**config.mk**
```make
export PLATFORM = sky130hd
export DESIGN_NAME = stroke_text_segment_generator_core
export DESIGN_NICKNAME = d
export VERILOG_FILES = /design/src/rtl/stsg_pkg.sv /design/src/rtl/stroke_text_segment_generator_core.sv /design/src/rtl/stsg_ram.sv
export SDC_FILE = /design/constraint.sdc
export NUM_CORES = 1
export LEC_CHECK = 0
export BUFFER_PORTS_ARGS = -buffer_cell sky130_fd_sc_hd__buf_2
export CAP_MARGIN = 0
export CORE_MARGIN = 10
export CORE_UTILIZATION = 60
export CTS_BUF_LIST = sky130_fd_sc_hd__clkbuf_4 sky130_fd_sc_hd__clkbuf_8
export DETAILED_ROUTE_END_ITERATION = 8
export PLACE_DENSITY = 0.83
export SLEW_MARGIN = 0
export SYNTH_ARGS = -nofsm -noshare
export SYNTH_HDL_FRONTEND = slang
export SYNTH_SLANG_ARGS = --single-unit
```
**constraint.sdc**
```tcl
create_clock -name clk -period 5.14 [get_ports clk]
set_input_delay 0.257 -clock clk [delete_from_list [all_inputs] [get_ports clk]]
set_output_delay 0.257 -clock clk [all_outputs]
set_load 0.03 [all_outputs]
```
**src/rtl/stsg_pkg.sv**
```systemverilog
// shared constants, register indexes and glyph rom for the stroke text generator
`default_nettype none

package stsg_pkg;

    localparam int COORD_BITS  = 16;
    localparam int GLYPH_WIDTH  = 2;
    localparam int GLYPH_HEIGHT = 2;
    localparam int MAX_STROKES  = 6;
    localparam int GLYPH_COUNT  = 36;
    localparam int STROKE_BITS  = 8;
    localparam int ROW_BITS     = MAX_STROKES * STROKE_BITS;

    typedef logic [COORD_BITS-1:0] coord_t;
    typedef logic [5:0]            glyph_idx_t;
    typedef logic [2:0]            stroke_idx_t;
    typedef logic [STROKE_BITS-1:0] stroke_t;

    // configuration register indexes
    typedef enum logic [2:0] {
        REG_MARGIN_X  = 3'd0,
        REG_MARGIN_Y  = 3'd1,
        REG_SCALE     = 3'd2,
        REG_TAB_WIDTH = 3'd3,
        REG_ORIGIN_X  = 3'd4,
        REG_ORIGIN_Y  = 3'd5
    } reg_index_t;

    // cursor memory entries
    localparam logic CUR_ENTRY_X = 1'b0;
    localparam logic CUR_ENTRY_Y = 1'b1;

    localparam stroke_t NO_STROKE = 8'h00;

    // pack one stroke: start (a,b), end (c,d) on the 3x3 grid
    function automatic stroke_t sk(input int a, input int b, input int c, input int d);
        logic [1:0] pa, pb, pc, pd;
        pa = a[1:0];
        pb = b[1:0];
        pc = c[1:0];
        pd = d[1:0];
        return {pa, pb, pc, pd};
    endfunction

    // number of strokes per glyph; letters at 0..25, digits at 26..35
    function automatic stroke_idx_t glyph_count(input glyph_idx_t g);
        stroke_idx_t n;
        case (g)
            6'd0:  n = 3'd4;  6'd1:  n = 3'd6;  6'd2:  n = 3'd3;  6'd3:  n = 3'd5;
            6'd4:  n = 3'd4;  6'd5:  n = 3'd3;  6'd6:  n = 3'd5;  6'd7:  n = 3'd3;
            6'd8:  n = 3'd3;  6'd9:  n = 3'd3;  6'd10: n = 3'd3;  6'd11: n = 3'd2;
            6'd12: n = 3'd4;  6'd13: n = 3'd3;  6'd14: n = 3'd4;  6'd15: n = 3'd4;
            6'd16: n = 3'd6;  6'd17: n = 3'd5;  6'd18: n = 3'd5;  6'd19: n = 3'd2;
            6'd20: n = 3'd3;  6'd21: n = 3'd2;  6'd22: n = 3'd4;  6'd23: n = 3'd2;
            6'd24: n = 3'd3;  6'd25: n = 3'd4;  6'd26: n = 3'd5;  6'd27: n = 3'd3;
            6'd28: n = 3'd5;  6'd29: n = 3'd5;  6'd30: n = 3'd3;  6'd31: n = 3'd5;
            6'd32: n = 3'd5;  6'd33: n = 3'd2;  6'd34: n = 3'd5;  6'd35: n = 3'd4;
            default: n = 3'd1;
        endcase
        return n;
    endfunction

    // stroke list of one glyph, first stroke in the top byte
    function automatic logic [ROW_BITS-1:0] glyph_row(input glyph_idx_t g);
        logic [ROW_BITS-1:0] r;
        case (g)
            6'd0:  r = {sk(0,0,0,2), sk(2,0,2,2), sk(0,0,2,0), sk(0,1,2,1), NO_STROKE, NO_STROKE};
            6'd1:  r = {sk(0,0,0,2), sk(2,1,2,2), sk(0,0,2,0), sk(0,1,2,1), sk(0,2,2,2),
                        sk(1,1,2,0)};
            6'd2:  r = {sk(0,0,0,2), sk(0,0,2,0), sk(0,2,2,2), NO_STROKE, NO_STROKE, NO_STROKE};
            6'd3:  r = {sk(0,0,0,2), sk(2,0,2,1), sk(0,0,2,0), sk(0,2,1,2), sk(1,2,2,1),
                        NO_STROKE};
            6'd4:  r = {sk(0,0,0,2), sk(0,0,2,0), sk(0,1,1,1), sk(0,2,2,2), NO_STROKE, NO_STROKE};
            6'd5:  r = {sk(0,0,0,2), sk(0,0,2,0), sk(0,1,1,1), NO_STROKE, NO_STROKE, NO_STROKE};
            6'd6:  r = {sk(0,0,0,2), sk(2,1,2,2), sk(0,0,2,0), sk(1,1,2,1), sk(0,2,2,2),
                        NO_STROKE};
            6'd7:  r = {sk(0,0,0,2), sk(2,0,2,2), sk(0,1,2,1), NO_STROKE, NO_STROKE, NO_STROKE};
            6'd8:  r = {sk(1,0,1,2), sk(0,0,2,0), sk(0,2,2,2), NO_STROKE, NO_STROKE, NO_STROKE};
            6'd9:  r = {sk(0,1,0,2), sk(2,0,2,2), sk(0,2,2,2), NO_STROKE, NO_STROKE, NO_STROKE};
            6'd10: r = {sk(0,0,0,2), sk(0,1,2,0), sk(0,1,2,2), NO_STROKE, NO_STROKE, NO_STROKE};
            6'd11: r = {sk(0,0,0,2), sk(0,2,2,2), NO_STROKE, NO_STROKE, NO_STROKE, NO_STROKE};
            6'd12: r = {sk(0,0,0,2), sk(2,0,2,2), sk(0,0,1,2), sk(1,2,2,0), NO_STROKE, NO_STROKE};
            6'd13: r = {sk(0,0,0,2), sk(2,0,2,2), sk(0,0,2,2), NO_STROKE, NO_STROKE, NO_STROKE};
            6'd14: r = {sk(0,0,0,2), sk(2,0,2,2), sk(0,0,2,0), sk(0,2,2,2), NO_STROKE, NO_STROKE};
            6'd15: r = {sk(0,0,0,2), sk(2,0,2,1), sk(0,0,2,0), sk(0,1,2,1), NO_STROKE, NO_STROKE};
            6'd16: r = {sk(0,0,0,2), sk(2,0,2,1), sk(0,0,2,0), sk(0,2,1,2), sk(1,1,2,2),
                        sk(1,2,2,1)};
            6'd17: r = {sk(0,0,0,2), sk(2,0,2,1), sk(0,0,2,0), sk(0,1,2,1), sk(1,1,2,2),
                        NO_STROKE};
            6'd18: r = {sk(0,0,0,1), sk(2,1,2,2), sk(0,0,2,0), sk(0,1,2,1), sk(0,2,2,2),
                        NO_STROKE};
            6'd19: r = {sk(1,0,1,2), sk(0,0,2,0), NO_STROKE, NO_STROKE, NO_STROKE, NO_STROKE};
            6'd20: r = {sk(0,0,0,2), sk(2,0,2,2), sk(0,2,2,2), NO_STROKE, NO_STROKE, NO_STROKE};
            6'd21: r = {sk(0,0,1,2), sk(1,2,2,0), NO_STROKE, NO_STROKE, NO_STROKE, NO_STROKE};
            6'd22: r = {sk(0,0,0,2), sk(2,0,2,2), sk(0,2,1,1), sk(1,1,2,2), NO_STROKE, NO_STROKE};
            6'd23: r = {sk(0,0,2,2), sk(0,2,2,0), NO_STROKE, NO_STROKE, NO_STROKE, NO_STROKE};
            6'd24: r = {sk(1,1,1,2), sk(0,0,1,1), sk(1,1,2,0), NO_STROKE, NO_STROKE, NO_STROKE};
            6'd25: r = {sk(0,0,2,0), sk(0,1,2,1), sk(0,2,2,2), sk(0,2,2,0), NO_STROKE, NO_STROKE};
            6'd26: r = {sk(0,0,0,2), sk(2,0,2,2), sk(0,0,2,0), sk(0,2,2,2), sk(0,2,2,0),
                        NO_STROKE};
            6'd27: r = {sk(1,0,1,2), sk(0,2,2,2), sk(0,1,1,0), NO_STROKE, NO_STROKE, NO_STROKE};
            6'd28: r = {sk(0,1,0,2), sk(2,0,2,1), sk(0,0,2,0), sk(0,1,2,1), sk(0,2,2,2),
                        NO_STROKE};
            6'd29: r = {sk(2,1,2,2), sk(0,0,2,0), sk(1,1,2,1), sk(0,2,2,2), sk(1,1,2,0),
                        NO_STROKE};
            6'd30: r = {sk(1,0,1,2), sk(0,1,2,1), sk(0,1,1,0), NO_STROKE, NO_STROKE, NO_STROKE};
            6'd31: r = {sk(0,0,0,1), sk(0,0,2,0), sk(0,1,2,1), sk(0,2,1,2), sk(1,2,2,1),
                        NO_STROKE};
            6'd32: r = {sk(0,0,0,2), sk(2,1,2,2), sk(0,0,2,0), sk(0,1,2,1), sk(0,2,2,2),
                        NO_STROKE};
            6'd33: r = {sk(0,0,2,0), sk(1,2,2,0), NO_STROKE, NO_STROKE, NO_STROKE, NO_STROKE};
            6'd34: r = {sk(0,0,0,2), sk(2,0,2,2), sk(0,0,2,0), sk(0,1,2,1), sk(0,2,2,2),
                        NO_STROKE};
            6'd35: r = {sk(0,0,0,1), sk(2,0,2,2), sk(0,0,2,0), sk(0,1,2,1), NO_STROKE, NO_STROKE};
            default: r = '0;
        endcase
        return r;
    endfunction

endpackage

`default_nettype wire

```
**src/rtl/stroke_text_segment_generator_core.sv**
```systemverilog
// top level of the stroke text segment generator: sequencer, cursor memory and output register
//
//  channel  | direction | handshake           | payload
//  ---------+-----------+---------------------+-------------------------------------------
//  in       | input     | in_valid / in_stall | char_code
//  out      | output    | out_valid/out_stall | seg_kind, start_x, start_y, end_x, end_y, last
//  cfg      | input     | cfg_valid/cfg_ready | cfg_index, cfg_data
//
// sequence: a glyph is accepted, its cursor x and y are read from the cursor memory in turn,
//   it is decoded, its strokes go out one stroke per cycle while out_stall does not hold them,
//   then one write-back follows. x and y are read in turn as the cursor memory has one read port
// reset: asynchronous, active low; cursor memory entries read as zero until first written
// stalls: out_stall holds the output register; strokes wait in place while it is full and stalled.
//   in_stall is high while a character transaction is in progress or a register write is offered
`default_nettype none

module stroke_text_segment_generator_core
    import stsg_pkg::*;
(
    input  wire logic                  clk,
    input  wire logic                  rst_n,
    // character input
    input  wire logic                  in_valid,
    output logic                       in_stall,
    input  wire logic [7:0]            char_code,
    // segment output
    output logic                       out_valid,
    input  wire logic                  out_stall,
    output logic                       seg_kind,
    output logic [COORD_BITS-1:0]      start_x,
    output logic [COORD_BITS-1:0]      start_y,
    output logic [COORD_BITS-1:0]      end_x,
    output logic [COORD_BITS-1:0]      end_y,
    output logic                       last,
    // configuration writes
    input  wire logic                  cfg_valid,
    output logic                       cfg_ready,
    input  wire logic [2:0]            cfg_index,
    input  wire logic [COORD_BITS-1:0] cfg_data
);

    typedef enum logic [3:0] {
        S_IDLE,
        S_RD_X,
        S_RD_Y,
        S_EXEC,
        S_TAB,
        S_EMIT,
        S_RECT,
        S_WB_X,
        S_WB_Y
    } state_t;

    typedef enum logic [2:0] {
        CK_GLYPH,
        CK_SPACE,
        CK_TAB,
        CK_NEWLINE,
        CK_BACKSPACE,
        CK_OTHER
    } char_kind_t;

    localparam logic [7:0] CH_BS    = 8'h08;
    localparam logic [7:0] CH_TAB   = 8'h09;
    localparam logic [7:0] CH_NL    = 8'h0A;
    localparam logic [7:0] CH_SPACE = 8'h20;
    localparam logic [7:0] CH_UPPER_A = 8'h41;
    localparam logic [7:0] CH_UPPER_Z = 8'h5A;
    localparam logic [7:0] CH_LOWER_A = 8'h61;
    localparam logic [7:0] CH_LOWER_Z = 8'h7A;
    localparam logic [7:0] CH_DIGIT_0 = 8'h30;
    localparam logic [7:0] CH_DIGIT_9 = 8'h39;
    localparam logic [7:0] DIGIT_BASE = 8'd26;

    // configuration registers
    logic [7:0]  margin_x_reg, margin_y_reg, tab_width_reg;
    logic [3:0]  scale_reg;
    coord_t      origin_x_reg;

    // sequencer state
    state_t      state_reg;
    char_kind_t  kind_reg;
    glyph_idx_t  glyph_reg;
    stroke_idx_t count_reg;
    stroke_idx_t stroke_index_reg;
    coord_t      cur_x_reg, cur_y_reg;
    coord_t      new_x_reg, new_y_reg;
    coord_t      adv_reg;
    coord_t      tab_adv_reg;
    logic        x_valid_reg, y_valid_reg;

    // output register
    logic        out_valid_reg;
    logic        seg_kind_reg, last_reg;
    coord_t      start_x_reg, start_y_reg, end_x_reg, end_y_reg;

    // decode of the incoming character
    char_kind_t  kind_in;
    glyph_idx_t  glyph_in;

    // cursor memory port
    logic        ram_we;
    logic        ram_waddr;
    coord_t      ram_wdata;
    logic        ram_raddr;
    coord_t      ram_rdata;
    coord_t      cursor_rd;

    logic        in_accept;
    logic        cfg_accept;
    logic        out_free;
    logic        out_load;

    // arithmetic
    coord_t                adv_calc;
    coord_t                line_adv;
    coord_t                glyph_h;
    logic [ROW_BITS-1:0]   row;
    stroke_t               stroke;
    logic [5:0]            px1, py1, px2, py2;
    logic                  stroke_last;

    assign in_accept  = in_valid && !in_stall;
    assign cfg_ready  = (state_reg == S_IDLE);
    assign cfg_accept = cfg_valid && cfg_ready;
    // a pending register write goes first, so a character never shares its edge
    assign in_stall   = (state_reg != S_IDLE) || cfg_valid;
    assign out_free   = !out_valid_reg || !out_stall;
    assign out_load   = out_free && ((state_reg == S_EMIT) || (state_reg == S_RECT));

    // character classification
    always_comb
    begin
        kind_in  = CK_OTHER;
        glyph_in = '0;
        if (char_code >= CH_UPPER_A && char_code <= CH_UPPER_Z)
        begin
            kind_in  = CK_GLYPH;
            glyph_in = 6'(char_code - CH_UPPER_A);
        end
        else if (char_code >= CH_LOWER_A && char_code <= CH_LOWER_Z)
        begin
            kind_in  = CK_GLYPH;
            glyph_in = 6'(char_code - CH_LOWER_A);
        end
        else if (char_code >= CH_DIGIT_0 && char_code <= CH_DIGIT_9)
        begin
            kind_in  = CK_GLYPH;
            glyph_in = 6'(char_code - CH_DIGIT_0 + DIGIT_BASE);
        end
        else
        begin
            unique case (char_code)
                CH_SPACE: kind_in = CK_SPACE;
                CH_TAB:   kind_in = CK_TAB;
                CH_NL:    kind_in = CK_NEWLINE;
                CH_BS:    kind_in = CK_BACKSPACE;
                default:  kind_in = CK_OTHER;
            endcase
        end
    end

    // cell advance and line advance, wrapping at the coordinate width
    assign adv_calc = COORD_BITS'(GLYPH_WIDTH) * COORD_BITS'(scale_reg)
                    + COORD_BITS'(margin_x_reg) - COORD_BITS'(1);
    assign glyph_h  = COORD_BITS'(GLYPH_HEIGHT) * COORD_BITS'(scale_reg);
    assign line_adv = glyph_h + COORD_BITS'(margin_y_reg) - COORD_BITS'(1);

    // current stroke from the glyph rom, scaled on the grid
    assign row    = glyph_row(glyph_reg);
    assign stroke = row[(MAX_STROKES - 1 - int'(stroke_index_reg)) * STROKE_BITS +: STROKE_BITS];
    assign px1    = {4'b0, stroke[7:6]} * {2'b0, scale_reg};
    assign py1    = {4'b0, stroke[5:4]} * {2'b0, scale_reg};
    assign px2    = {4'b0, stroke[3:2]} * {2'b0, scale_reg};
    assign py2    = {4'b0, stroke[1:0]} * {2'b0, scale_reg};
    assign stroke_last = (stroke_index_reg + 3'd1 == count_reg);

    // cursor memory access: reads in the fetch states, writes from config or write-back
    always_comb
    begin
        ram_raddr = (state_reg == S_RD_X) ? CUR_ENTRY_Y : CUR_ENTRY_X;
        ram_we    = 1'b0;
        ram_waddr = CUR_ENTRY_X;
        ram_wdata = new_x_reg;
        if (state_reg == S_WB_X)
        begin
            ram_we = 1'b1;
        end
        else if (state_reg == S_WB_Y)
        begin
            ram_we    = 1'b1;
            ram_waddr = CUR_ENTRY_Y;
            ram_wdata = new_y_reg;
        end
        else if (cfg_accept && cfg_index == REG_ORIGIN_X)
        begin
            ram_we    = 1'b1;
            ram_wdata = cfg_data;
        end
        else if (cfg_accept && cfg_index == REG_ORIGIN_Y)
        begin
            ram_we    = 1'b1;
            ram_waddr = CUR_ENTRY_Y;
            ram_wdata = cfg_data;
        end
    end

    // an entry never written reads as the reset cursor, zero
    always_comb
    begin
        if (state_reg == S_RD_X)
        begin
            cursor_rd = x_valid_reg ? ram_rdata : '0;
        end
        else
        begin
            cursor_rd = y_valid_reg ? ram_rdata : '0;
        end
    end

    stsg_ram #(
        .WIDTH (COORD_BITS),
        .DEPTH (2)
    ) u_cursor_ram (
        .clk   (clk),
        .we    (ram_we),
        .waddr (ram_waddr),
        .wdata (ram_wdata),
        .raddr (ram_raddr),
        .rdata (ram_rdata)
    );

    // configuration registers
    always_ff @(posedge clk or negedge rst_n)
    begin
        if (!rst_n)
        begin
            margin_x_reg  <= 8'd1;
            margin_y_reg  <= 8'd1;
            scale_reg     <= 4'd1;
            tab_width_reg <= 8'd1;
            origin_x_reg  <= '0;
        end
        else if (cfg_accept)
        begin
            case (cfg_index)
                REG_MARGIN_X:  margin_x_reg  <= cfg_data[7:0];
                REG_MARGIN_Y:  margin_y_reg  <= cfg_data[7:0];
                REG_SCALE:     scale_reg     <= cfg_data[3:0];
                REG_TAB_WIDTH: tab_width_reg <= cfg_data[7:0];
                REG_ORIGIN_X:  origin_x_reg  <= cfg_data;
                // origin y only loads the cursor memory entry
                REG_ORIGIN_Y:  ;
                default: ;
            endcase
        end
    end

    // valid marks for the two cursor entries
    always_ff @(posedge clk or negedge rst_n)
    begin
        if (!rst_n)
        begin
            x_valid_reg <= 1'b0;
            y_valid_reg <= 1'b0;
        end
        else if (ram_we)
        begin
            if (ram_waddr == CUR_ENTRY_X)
            begin
                x_valid_reg <= 1'b1;
            end
            else
            begin
                y_valid_reg <= 1'b1;
            end
        end
    end

    // sequencer: fetch cursor, act on the character, emit, write back
    always_ff @(posedge clk or negedge rst_n)
    begin
        if (!rst_n)
        begin
            state_reg        <= S_IDLE;
            kind_reg         <= CK_OTHER;
            stroke_index_reg <= '0;
            out_valid_reg    <= 1'b0;
        end
        else
        begin
            if (out_valid_reg && !out_stall && !out_load)
            begin
                out_valid_reg <= 1'b0;
            end

            unique case (state_reg)
                S_IDLE:
                begin
                    if (in_accept)
                    begin
                        kind_reg  <= kind_in;
                        glyph_reg <= glyph_in;
                        count_reg <= glyph_count(glyph_in);
                        state_reg <= S_RD_X;
                    end
                end
                S_RD_X:
                begin
                    cur_x_reg <= cursor_rd;
                    adv_reg   <= adv_calc;
                    state_reg <= S_RD_Y;
                end
                S_RD_Y:
                begin
                    cur_y_reg <= cursor_rd;
                    state_reg <= S_EXEC;
                end
                S_EXEC:
                begin
                    stroke_index_reg <= '0;
                    unique case (kind_reg)
                        CK_GLYPH:
                        begin
                            state_reg <= S_EMIT;
                        end
                        CK_SPACE:
                        begin
                            new_x_reg <= cur_x_reg + adv_reg;
                            state_reg <= S_WB_X;
                        end
                        CK_TAB:
                        begin
                            tab_adv_reg <= COORD_BITS'(adv_reg * COORD_BITS'(tab_width_reg));
                            state_reg   <= S_TAB;
                        end
                        CK_NEWLINE:
                        begin
                            new_x_reg <= origin_x_reg;
                            new_y_reg <= cur_y_reg + line_adv;
                            state_reg <= S_WB_X;
                        end
                        CK_BACKSPACE:
                        begin
                            new_x_reg <= cur_x_reg - adv_reg;
                            state_reg <= S_RECT;
                        end
                        default:
                        begin
                            state_reg <= S_IDLE;
                        end
                    endcase
                end
                S_TAB:
                begin
                    new_x_reg <= cur_x_reg + tab_adv_reg;
                    state_reg <= S_WB_X;
                end
                S_EMIT:
                begin
                    if (out_free)
                    begin
                        out_valid_reg <= 1'b1;
                        seg_kind_reg  <= 1'b0;
                        start_x_reg   <= cur_x_reg + COORD_BITS'(px1);
                        start_y_reg   <= cur_y_reg + COORD_BITS'(py1);
                        end_x_reg     <= cur_x_reg + COORD_BITS'(px2);
                        end_y_reg     <= cur_y_reg + COORD_BITS'(py2);
                        last_reg      <= stroke_last;
                        if (stroke_last)
                        begin
                            stroke_index_reg <= '0;
                            new_x_reg        <= cur_x_reg + adv_reg;
                            state_reg        <= S_WB_X;
                        end
                        else
                        begin
                            stroke_index_reg <= stroke_index_reg + 3'd1;
                        end
                    end
                end
                S_RECT:
                begin
                    if (out_free)
                    begin
                        out_valid_reg <= 1'b1;
                        seg_kind_reg  <= 1'b1;
                        start_x_reg   <= new_x_reg;
                        start_y_reg   <= cur_y_reg;
                        end_x_reg     <= new_x_reg + adv_reg;
                        end_y_reg     <= cur_y_reg + glyph_h;
                        last_reg      <= 1'b1;
                        state_reg     <= S_WB_X;
                    end
                end
                S_WB_X:
                begin
                    // newline also moves y; the next fetch cannot start before this ends
                    state_reg <= (kind_reg == CK_NEWLINE) ? S_WB_Y : S_IDLE;
                end
                S_WB_Y:
                begin
                    state_reg <= S_IDLE;
                end
                default:
                begin
                    state_reg <= S_IDLE;
                end
            endcase
        end
    end

    assign out_valid = out_valid_reg;
    assign seg_kind  = seg_kind_reg;
    assign start_x   = start_x_reg;
    assign start_y   = start_y_reg;
    assign end_x     = end_x_reg;
    assign end_y     = end_y_reg;
    assign last      = last_reg;

    // stroke counter stays inside the glyph while emitting
    assert property (@(posedge clk) disable iff (!rst_n)
        (state_reg == S_EMIT) |-> (stroke_index_reg < count_reg))
        else $error("stroke index ran past glyph stroke count");

    // the final segment of a character is always followed by the cursor write-back
    assert property (@(posedge clk) disable iff (!rst_n)
        (out_load && ((state_reg == S_RECT) || stroke_last)) |=> (state_reg == S_WB_X))
        else $error("final segment not followed by cursor write-back");

    // write-back marks the x entry as holding a real cursor
    assert property (@(posedge clk) disable iff (!rst_n)
        (state_reg == S_WB_X) |=> x_valid_reg)
        else $error("cursor x entry not marked after write-back");

    // a clear rectangle is always the only and final result of its character
    assert property (@(posedge clk) disable iff (!rst_n)
        (out_valid_reg && seg_kind_reg) |-> last_reg)
        else $error("clear rectangle without last mark");

    // memory is only written from a write-back state or from an accepted config transaction
    assert property (@(posedge clk) disable iff (!rst_n)
        ram_we |-> ((state_reg == S_WB_X) || (state_reg == S_WB_Y) || cfg_accept))
        else $error("unexpected cursor memory write");

endmodule

`default_nettype wire

```
**src/rtl/stsg_ram.sv**
```systemverilog
// generic single-write, single-read synchronous ram with registered read data
`default_nettype none

module stsg_ram #(
    parameter int WIDTH = 16,
    parameter int DEPTH = 2,
    parameter int AW    = (DEPTH > 1) ? $clog2(DEPTH) : 1
) (
    input  wire logic             clk,
    input  wire logic             we,
    input  wire logic [AW-1:0]    waddr,
    input  wire logic [WIDTH-1:0] wdata,
    input  wire logic [AW-1:0]    raddr,
    output logic      [WIDTH-1:0] rdata
);

    logic [WIDTH-1:0] mem [DEPTH];

    always_ff @(posedge clk)
    begin
        if (we)
        begin
            mem[waddr] <= wdata;
        end
        rdata <= mem[raddr];
    end

endmodule

`default_nettype wire
```
==> flow_summary.json, run 1 <==
{
  "final.fill_count": 2735,
  "period_minus_slack_ns": 4.93,
  "preCtsSetupSlack_ns": 0.242,
  "ctsResizeCount": 0,
  "grt_antenna_before_repair": 0,
  "yosysWarnings": 0,
  "hpwl_um": 43600,
  "synthXorXnorAreaFrac_pct": 5.68,
  "layout.nets": 2633,
  "muxShareOfSynthArea_pct": 5.16,
  "switching_share_pct": 43.1,
  "cts.sinks": 308,
  "fin_crit_sh_pct": 95.9,
  "ctsLongestPathBuffers": 3,
  "vias": 17193,
  "clkPwrFrac_pct": 16.0,
  "drt_iter0_markers": 1725,
  "min_path_type": "primary input to flop",
  "cts.htree.levels": 2,
  "powerDensity_nw_per_um2": 626,
  "post-route-drc-count": 0,
  "grt_max_degree": 67,
  "grt_pass1_wl_um": 92000,
  "crit_arrival_ns": 5.31,
  "fp.dieArea_sq_um": 44900,
  "power.internal_mw": 8.69,
  "synthToLayoutAreaGrowth_pct": 10.5,
  "clk_latency_ns": 0.66,
  "rows": 70,
  "holdCritStartpoint": "char_code[3]",
  "clk_pin_slew_ns": 0.07,
  "cts_tree": "yes",
  "dr.pass1.iters": 6,
  "syn-num-nets": 2516,
  "critPathTopFamily": "adder cells",
  "final_layout_size_suffix_gt1_share_pct": 14.9,
  "die_w_um": 212,
  "setup_viol": 0,
  "end_kind": "flop",
  "ios": 101,
  "synth-simple-area-share_pct": 14.3,
  "whs_path_depth": 3,
  "clock_skew_ns": 0.0483,
  "max_slew_margin_pct": 17.4,
  "status": "finished, final reports clean",
  "die_h_um": 212,
  "crit_top_cell": "fa_1",
  "r2r_slack_ns": 0.21,
  "p_switching_mw": 6.59,
  "postSynthAreaPerCell_sq_um": 9.93,
  "core_area_sq_um": 36400,
  "crit_fanout": 12,
  "pwr-share-seq_pct": 27.5,
  "ys_dominant_reg_cell": "edfxtp_1",
  "wl_um": 57600,
  "comb_power_share_pct": 56.5,
  "fin_ws_ns": 0.210,
  "synthArstFlopShare_pct": 18.5,
  "grt-ovfl-total": 0,
  "num_antenna_cells": 0,
  "cts_inserted_buffers": 51,
  "holdPathEnd": "kind_reg[1]$_DFFE_PN0P_",
  "cts-root-buf": "clkbuf_8",
  "synth_seq_cells": 308,
  "clock.fmax_mhz": 203,
  "via_per_inst": 6.03,
  "reg2reg_depth": 16,
  "cp_num_buf_inv": 2,
  "grt_usage_pct": 25.7,
  "post-cts-setup-buffers": 0,
  "gp_congestion": 0.948,
  "critPathKind": "flop to flop",
  "grt_pass1_vias": 17242,
  "leakage_nw": 10.3,
  "io_buffers": 100,
  "synth_fa_ha_area_share_pct": 17.6,
  "rr_startpoint": "adv_reg[1]$_DFFE_PP_",
  "slew_violations": 0,
  "synth_top_family_by_area": "adder cells",
  "drv_cap": 0,
  "finalHoldViolCount": 0,
  "largest_reg_flops": 38,
  "cpPeakStageDelay_ns": 0.56,
  "synth_cells": 2223,
  "start_kind": "flop",
  "critPathSlowestCell": "edfxtp_1",
  "required_ns": 5.52,
  "path_cells": "and2_1 > fa_1 > fa_1 > ha_1 > inv_1 > fa_1 > inv_1 > ha_1 > nor2b_1 > o21ai_0 > a21boi_0 > o21ai_0 > a21oi_1 > a41o_1 > o41a_1 > xnor2_1",
  "rr_endpoint": "tab_adv_reg[15]$_DFFE_PP_",
  "postRouteAntennaNets": 0,
  "rsz0062_at_grt": "no",
  "synth_edf_count": 197,
  "tns_ns": 0,
  "peakVddDrop_mv": 0.565,
  "initial_core_util_pct": 60.6,
  "synth_compound_area_share_pct": 13.4,
  "synth_cell_type_count": 90,
  "syn-cell-area_sq_um": 22100,
  "ys_seq_area_share_pct": 38.2,
  "wl_per_cell_um": 20.2,
  "worstMarginPinSlew_ns": 1.23
}
worst max path at each step:
stage	startpoint	depth (start not counted)	slack, ns	to
after floorplan	adv_reg[14]$_DFFE_PP_	14	0.48	tab_adv_reg[15]$_DFFE_PP_
after global placement	adv_reg[1]$_DFFE_PP_	15	0.41	tab_adv_reg[15]$_DFFE_PP_
after detailed placement	adv_reg[1]$_DFFE_PP_	15	0.24	tab_adv_reg[15]$_DFFE_PP_
after CTS	adv_reg[1]$_DFFE_PP_	15	0.24	tab_adv_reg[15]$_DFFE_PP_
after global routing	stroke_index_reg[1]$_DFFE_PN0P_	18	0.03	end_x[15]$_DFFE_PP_
final	adv_reg[1]$_DFFE_PP_	16	0.21	tab_adv_reg[15]$_DFFE_PP_
worst min-delay path, stage by stage:
cell and delay [ns]:
buf_2 0.16, nand3_1 0.13, o31ai_1 0.07
metal layers:
metal	GRT usage [%]	vias to the layer above	share of wire [%]
met3	4.73	148	7.2
li1	-	8012	-
met1	32.7	8307	41
met4	11.4	0	4.1
met2	42.0	726	48
met5	0	-	0
layout make-up:
type	instances	area, sq um	area share (%)
multi-input cells	1602	12400	51.0
repair buffers	150	916	3.75
clock buffers	78	955	3.91
clock inverters	18	208	0.852
well taps	468	586	2.40
flip-flops and latches	308	8430	34.6
inverters	227	865	3.54
cells in the final DEF (no fill, tap or decap), types with 15 or more instances in the layout:
cell type / synthesis / final
ha_1: 178 / 178
clkbuf_4: 0 / 19
nand3_1: 35 / 35
a22oi_1: 24 / 24
dfxtp_1: 54 / 54
dlygate4sd3_1: 0 / 16
and2_1: 62 / 62
and3_1: 19 / 18
o21ai_0: 124 / 124
inv_1: 221 / 221
nor3_1: 47 / 47
a21o_1: 27 / 27
a21oi_1: 98 / 98
buf_4: 5 / 34
mux2i_1: 29 / 29
dfrtp_1: 51 / 51
o21bai_1: 16 / 16
nor2b_1: 34 / 34
mux2_2: 64 / 64
edfxtp_1: 197 / 197
o211ai_1: 17 / 17
buf_2: 14 / 100
xor2_1: 39 / 39
nor2_1: 148 / 147
nand2b_1: 30 / 30
fa_1: 83 / 83
clkbuf_8: 0 / 59
o22ai_1: 15 / 15
xnor2_1: 104 / 104
a211oi_1: 18 / 18
nand2_1: 202 / 202
power by group through the flow:
stage / Combinational (mW) / Clock (mW) / Sequential (mW)
2_1_floorplan: 6.48 / 0 / 4.15
3_3_place_gp: 8.07 / 0 / 4.20
3_5_place_dp: 8.42 / 0 / 4.23
4_1_cts: 8.56 / 2.47 / 4.18
5_1_grt: 9.61 / 2.58 / 4.25
6_report: 8.64 / 2.45 / 4.20
Yosys cell counts, drive strengths merged (17+ instances only):
cell    instances  area (sq um)
fa             83          1660
dfxtp          54          1080
nand2b         31           201
inv           225           845
and2           63           394
xnor2         104           911
mux2           65           736
dfrtp          51          1280
nor2          150           568
and3           19           119
ha            178          2230
edfxtp        197          5920
o211ai         17           128
nand3          35           175
buf            25           160
clkbuf         61           229
nand2         203           764
mux2i          29           290
nor2b          34           213
a22oi          24           180
a21o           27           203
nor3           48           245
o21ai         128           641
a211oi         19           148
xor2           39           342
a21oi          99           499
through the flow:
| step | hold slack [ns] | instance area, sq um | cells | total power, mW | util [%] |
|---|---|---|---|---|---|
| 2_1_floorplan | -0.0386 | 22100 | 2223 | 10.6 | - |
| 3_3_place_gp | 0.434 | 23100 | 2739 | 12.3 | 63.3 |
| 3_5_place_dp | 0.443 | 23100 | 2739 | 12.6 | 63.3 |
| 4_1_cts | 0.00557 | 24400 | 2851 | 15.2 | 66.9 |
| 5_1_grt | 0.0405 | 24400 | 2851 | 16.4 | 66.9 |
| 6_report | 0.0365 | 24400 | 2851 | 15.3 | 66.9 |
cells by family after synthesis:
family / Yosys count
muxes: 99
buffers and inverters: 313
xor gates and xnor gates: 143
adders and majority gates: 261
AOI/OAI and AO/OA: 454
and+or+nand+nor: 645
DFF: 308
timing repair:
| item | 4_1_cts | 5_1_grt |
|---|---|---|
| hold buffers | 16 | 0 |
| hold endpoints to repair | 41 | 0 |
| setup endpoints to repair | 0 | 0 |
Power figures use the tool's default switching activity.
==> run 2: changes to the inputs <==
--- a/config.mk
+++ b/config.mk
@@ -15,4 +15,5 @@
 export SLEW_MARGIN = 0
 export SYNTH_ARGS = -nofsm -noshare
 export SYNTH_HDL_FRONTEND = slang
+export SYNTH_HIERARCHICAL = 1
 export SYNTH_SLANG_ARGS = --single-unit
==> run 2 against run 1 <==
Clock-buffer cell count shrank 7. Critical path depth shrank 3. Hold slack better by 0.0027 ns. Setup slack better by 0.058 ns. Fmax rose by 1.2%. Die area hardly changed.
==> flow_summary.json, run 2 <==
{
  "fp.dieArea_sq_um": 44900,
  "drt_iter0_markers": 1569,
  "synth_area_leaders": "edfxtp_1 27%, ha_1 10%, fa_1 7.5%",
  "postLayoutCellArea_sq_um": 24200,
  "power.internal_mw": 8.43,
  "grt_usage_pct": 26.3,
  "clock.fmax_mhz": 205,
  "synth_commonest_cells": "223 x nand2_1, 219 x inv_1, 197 x edfxtp_1",
  "largest_reg_flops": 38,
  "tns_ns": 0,
  "cts_inserted_buffers": 50,
  "ios": 101,
  "cp_num_buf_inv": 2,
  "critPathKind": "flop to flop",
  "crit_fanout": 11,
  "finalHoldViolCount": 0,
  "yosysWarnings": 6,
  "synth.largest_area_cell": "edfxtp_1",
  "setup_viol": 0,
  "post-cts-setup-buffers": 0,
  "fin_crit_sh_pct": 94.8,
  "die_w_um": 212,
  "critPathSlowestCell": "edfxtp_1",
  "grt_pass1_wl_um": 93900,
  "critical_path_depth": 13,
  "io_buffers": 100,
  "pwr-share-seq_pct": 28.1,
  "comb_power_share_pct": 56.8,
  "grt_pass1_vias": 17218,
  "rsz0062_at_grt": "no",
  "end_kind": "flop",
  "synthToLayoutAreaGrowth_pct": 9.81,
  "min_path_type": "primary input to flop",
  "critPathTopFamily": "adder cells",
  "cpPeakStageDelay_ns": 0.59,
  "drv_cap": 0,
  "place_area_sq_um": 23000,
  "slew_violations": 0,
  "reg2reg_depth": 13,
  "crit_arrival_ns": 5.20,
  "ys_dominant_reg_cell": "edfxtp_1",
  "postSynthAreaPerCell_sq_um": 9.91,
  "core_area_sq_um": 36400,
  "ff_latch_area_sq_um": 8430,
  "yosysMostFrequentCell": "nand2_1",
  "grt_max_degree": 60,
  "grt_antenna_before_repair": 3,
  "crit_top_cell": "fa_1",
  "hold-worst-slack_ns": 0.0392,
  "start_kind": "flop",
  "postRouteAntennaNets": 0,
  "cts.sinks": 308,
  "synth_cell_type_count": 97,
  "status": "finished, final reports clean",
  "gp_congestion": 0.957,
  "synth_seq_cells": 308,
  "hpwl_um": 45200,
  "max_slew_margin_pct": 25.3,
  "multi_input_area_sq_um": 12500,
  "synthArstFlopShare_pct": 18.5,
  "synth_edf_count": 197,
  "die_h_um": 212,
  "ys_seq_area_share_pct": 38.2,
  "required_ns": 5.47,
  "wl_um": 59500,
  "powerDensity_nw_per_um2": 624,
  "peakVddDrop_mv": 0.428,
  "grt-ovfl-total": 0,
  "via_per_inst": 6.09,
  "cts_tree": "yes",
  "syn-num-nets": 2522,
  "post-route-drc-count": 0,
  "worstMarginPinSlew_ns": 1.12,
  "cts.htree.levels": 2,
  "cts-root-buf": "clkbuf_8",
  "path_cells": "and2_1 > fa_1 > fa_1 > fa_1 > inv_1 > fa_1 > inv_1 > ha_1 > a21o_1 > a31o_2 > a41o_1 > o41ai_1 > xnor2_1",
  "syn-cell-area_sq_um": 22100,
  "switching_share_pct": 44.3,
  "p_switching_mw": 6.70,
  "rows": 70,
  "period_minus_slack_ns": 4.87,
  "ctsLongestPathBuffers": 3,
  "initial_core_util_pct": 60.6,
  "clock_skew_ns": 0.0295,
  "dr.pass1.iters": 6,
  "synth_top_area_share_pct": 26.8,
  "layout.nets": 2632,
  "vias": 17347,
  "whs_path_depth": 3,
  "final_layout_size_suffix_gt1_share_pct": 13.6,
  "clkPwrFrac_pct": 15.1,
  "final_common_cell": "nand2_1",
  "synth_cells": 2228,
  "leakage_nw": 10.4,
  "ctsResizeCount": 0,
  "final_cell_mix": "222 x nand2_1, 219 x inv_1, 197 x edfxtp_1",
  "clk_pin_slew_ns": 0.06,
  "final.fill_count": 2724,
  "clk_latency_ns": 0.62,
  "wl_per_cell_um": 20.9
}
==> run 2: changes by cell type after synthesis, moves of 5 or more <==
cell      change
o21bai_1      +7
o21ai_0       -8
nand3_1       +5
mux2_2       -17
a221oi_1      -6
mux2_4       +10
nand2_1      +21
and3_1        -5
xor2_1       +12
nand2b_1      -8
a22oi_1       -5
a21oi_1      +22
a221o_1       +7
nor3b_1       -5
==> run 2: metal layers <==
layer / up-vias / wire length [um] / GRT usage, %
met5: - / 32 / 0
met4: 4 / 2860 / 12.2
met3: 184 / 4010 / 3.83
met2: 795 / 28700 / 44.6
met1: 8379 / 23900 / 32.6
li1: 7985 / - / -
==> run 2: cells by family (layout without fill, tap and decap cells) <==
kind of cell             count (synthesis)  in the layout  synth area share [%]
other                                    0              2                     0
multiplexers                            95             95                  5.05
adder cells (fa/ha/maj)                262            262                  17.7
AND/OR/NAND/NOR                        637            637                  13.6
AO/OA/AOI/OAI                          469            469                  14.0
buffers and inverters                  305            455                  5.44
XOR/XNOR                               152            152                  6.03
flip-flops                             308            308                  38.2
==> run 2: final cells by class <==
cell class	count	area share [%]
Timing Repair Buffer	139	3.40
Clock inverter	21	0.728
Inverter	224	3.51
Antenna cell	2	0.0206
Clock buffer	71	3.67
Sequential cell	308	34.8
Multi-Input combinational cell	1615	51.5
Tap cell	468	2.42
==> run 2: worst min-delay path, delay by kind of cell <==
kind,cells,cell delay (ns)
compound gates,1,0.07
simple gates,1,0.08
buf+inv,1,0.19
==> run 2: worst paths after layout <==
kind                                                  start  slack (ns)                            end
setup / recovery                       adv_reg[4]$_DFFE_PP_        0.27      tab_adv_reg[15]$_DFFE_PP_
hold / removal                                  cfg_data[4]        0.04    margin_y_reg[4]$_DFFE_PN0P_
setup reg to reg                       adv_reg[4]$_DFFE_PP_        0.27      tab_adv_reg[15]$_DFFE_PP_
hold reg to reg            u_cursor_ram/mem[1][8]$_DFFE_PP_        0.45  u_cursor_ram/rdata[8]$_DFF_P_
max in group asynchronous                             rst_n        3.92   tab_width_reg[0]$_DFFE_PN1P_
min in group asynchronous                             rst_n        0.20    margin_y_reg[6]$_DFFE_PN0P_
==> run 2: timing repair <==
| item | in CTS | in global routing |
|---|---|---|
| hold endpoints to repair | 30 | 0 |
| setup endpoints to repair | 0 | 0 |
| hold buffers | 12 | 0 |
==> run 2: stage by stage <==
step | cells | total power [mW] | utilization [%] | setup slack, ns
after floorplan | 2228 | 10.5 | - | 0.600
after global placement | 2742 | 12.3 | 63.3 | 0.464
after detailed placement | 2742 | 12.7 | 63.3 | 0.379
after CTS | 2846 | 15.0 | 66.5 | 0.343
after global routing | 2847 | 16.2 | 66.5 | 0.0337
final | 2848 | 15.1 | 66.5 | 0.268
==> run 2: power by group through the flow <==
| stage | clock network (mW) | logic (mW) | registers, mW |
|---|---|---|---|
| 2_1_floorplan | 0 | 6.36 | 4.15 |
| 4_1_cts | 2.29 | 8.51 | 4.23 |
| 5_1_grt | 2.40 | 9.55 | 4.30 |
| 6_report | 2.28 | 8.59 | 4.26 |
| 3_3_place_gp | 0 | 8.06 | 4.26 |
| 3_5_place_dp | 0 | 8.42 | 4.28 |
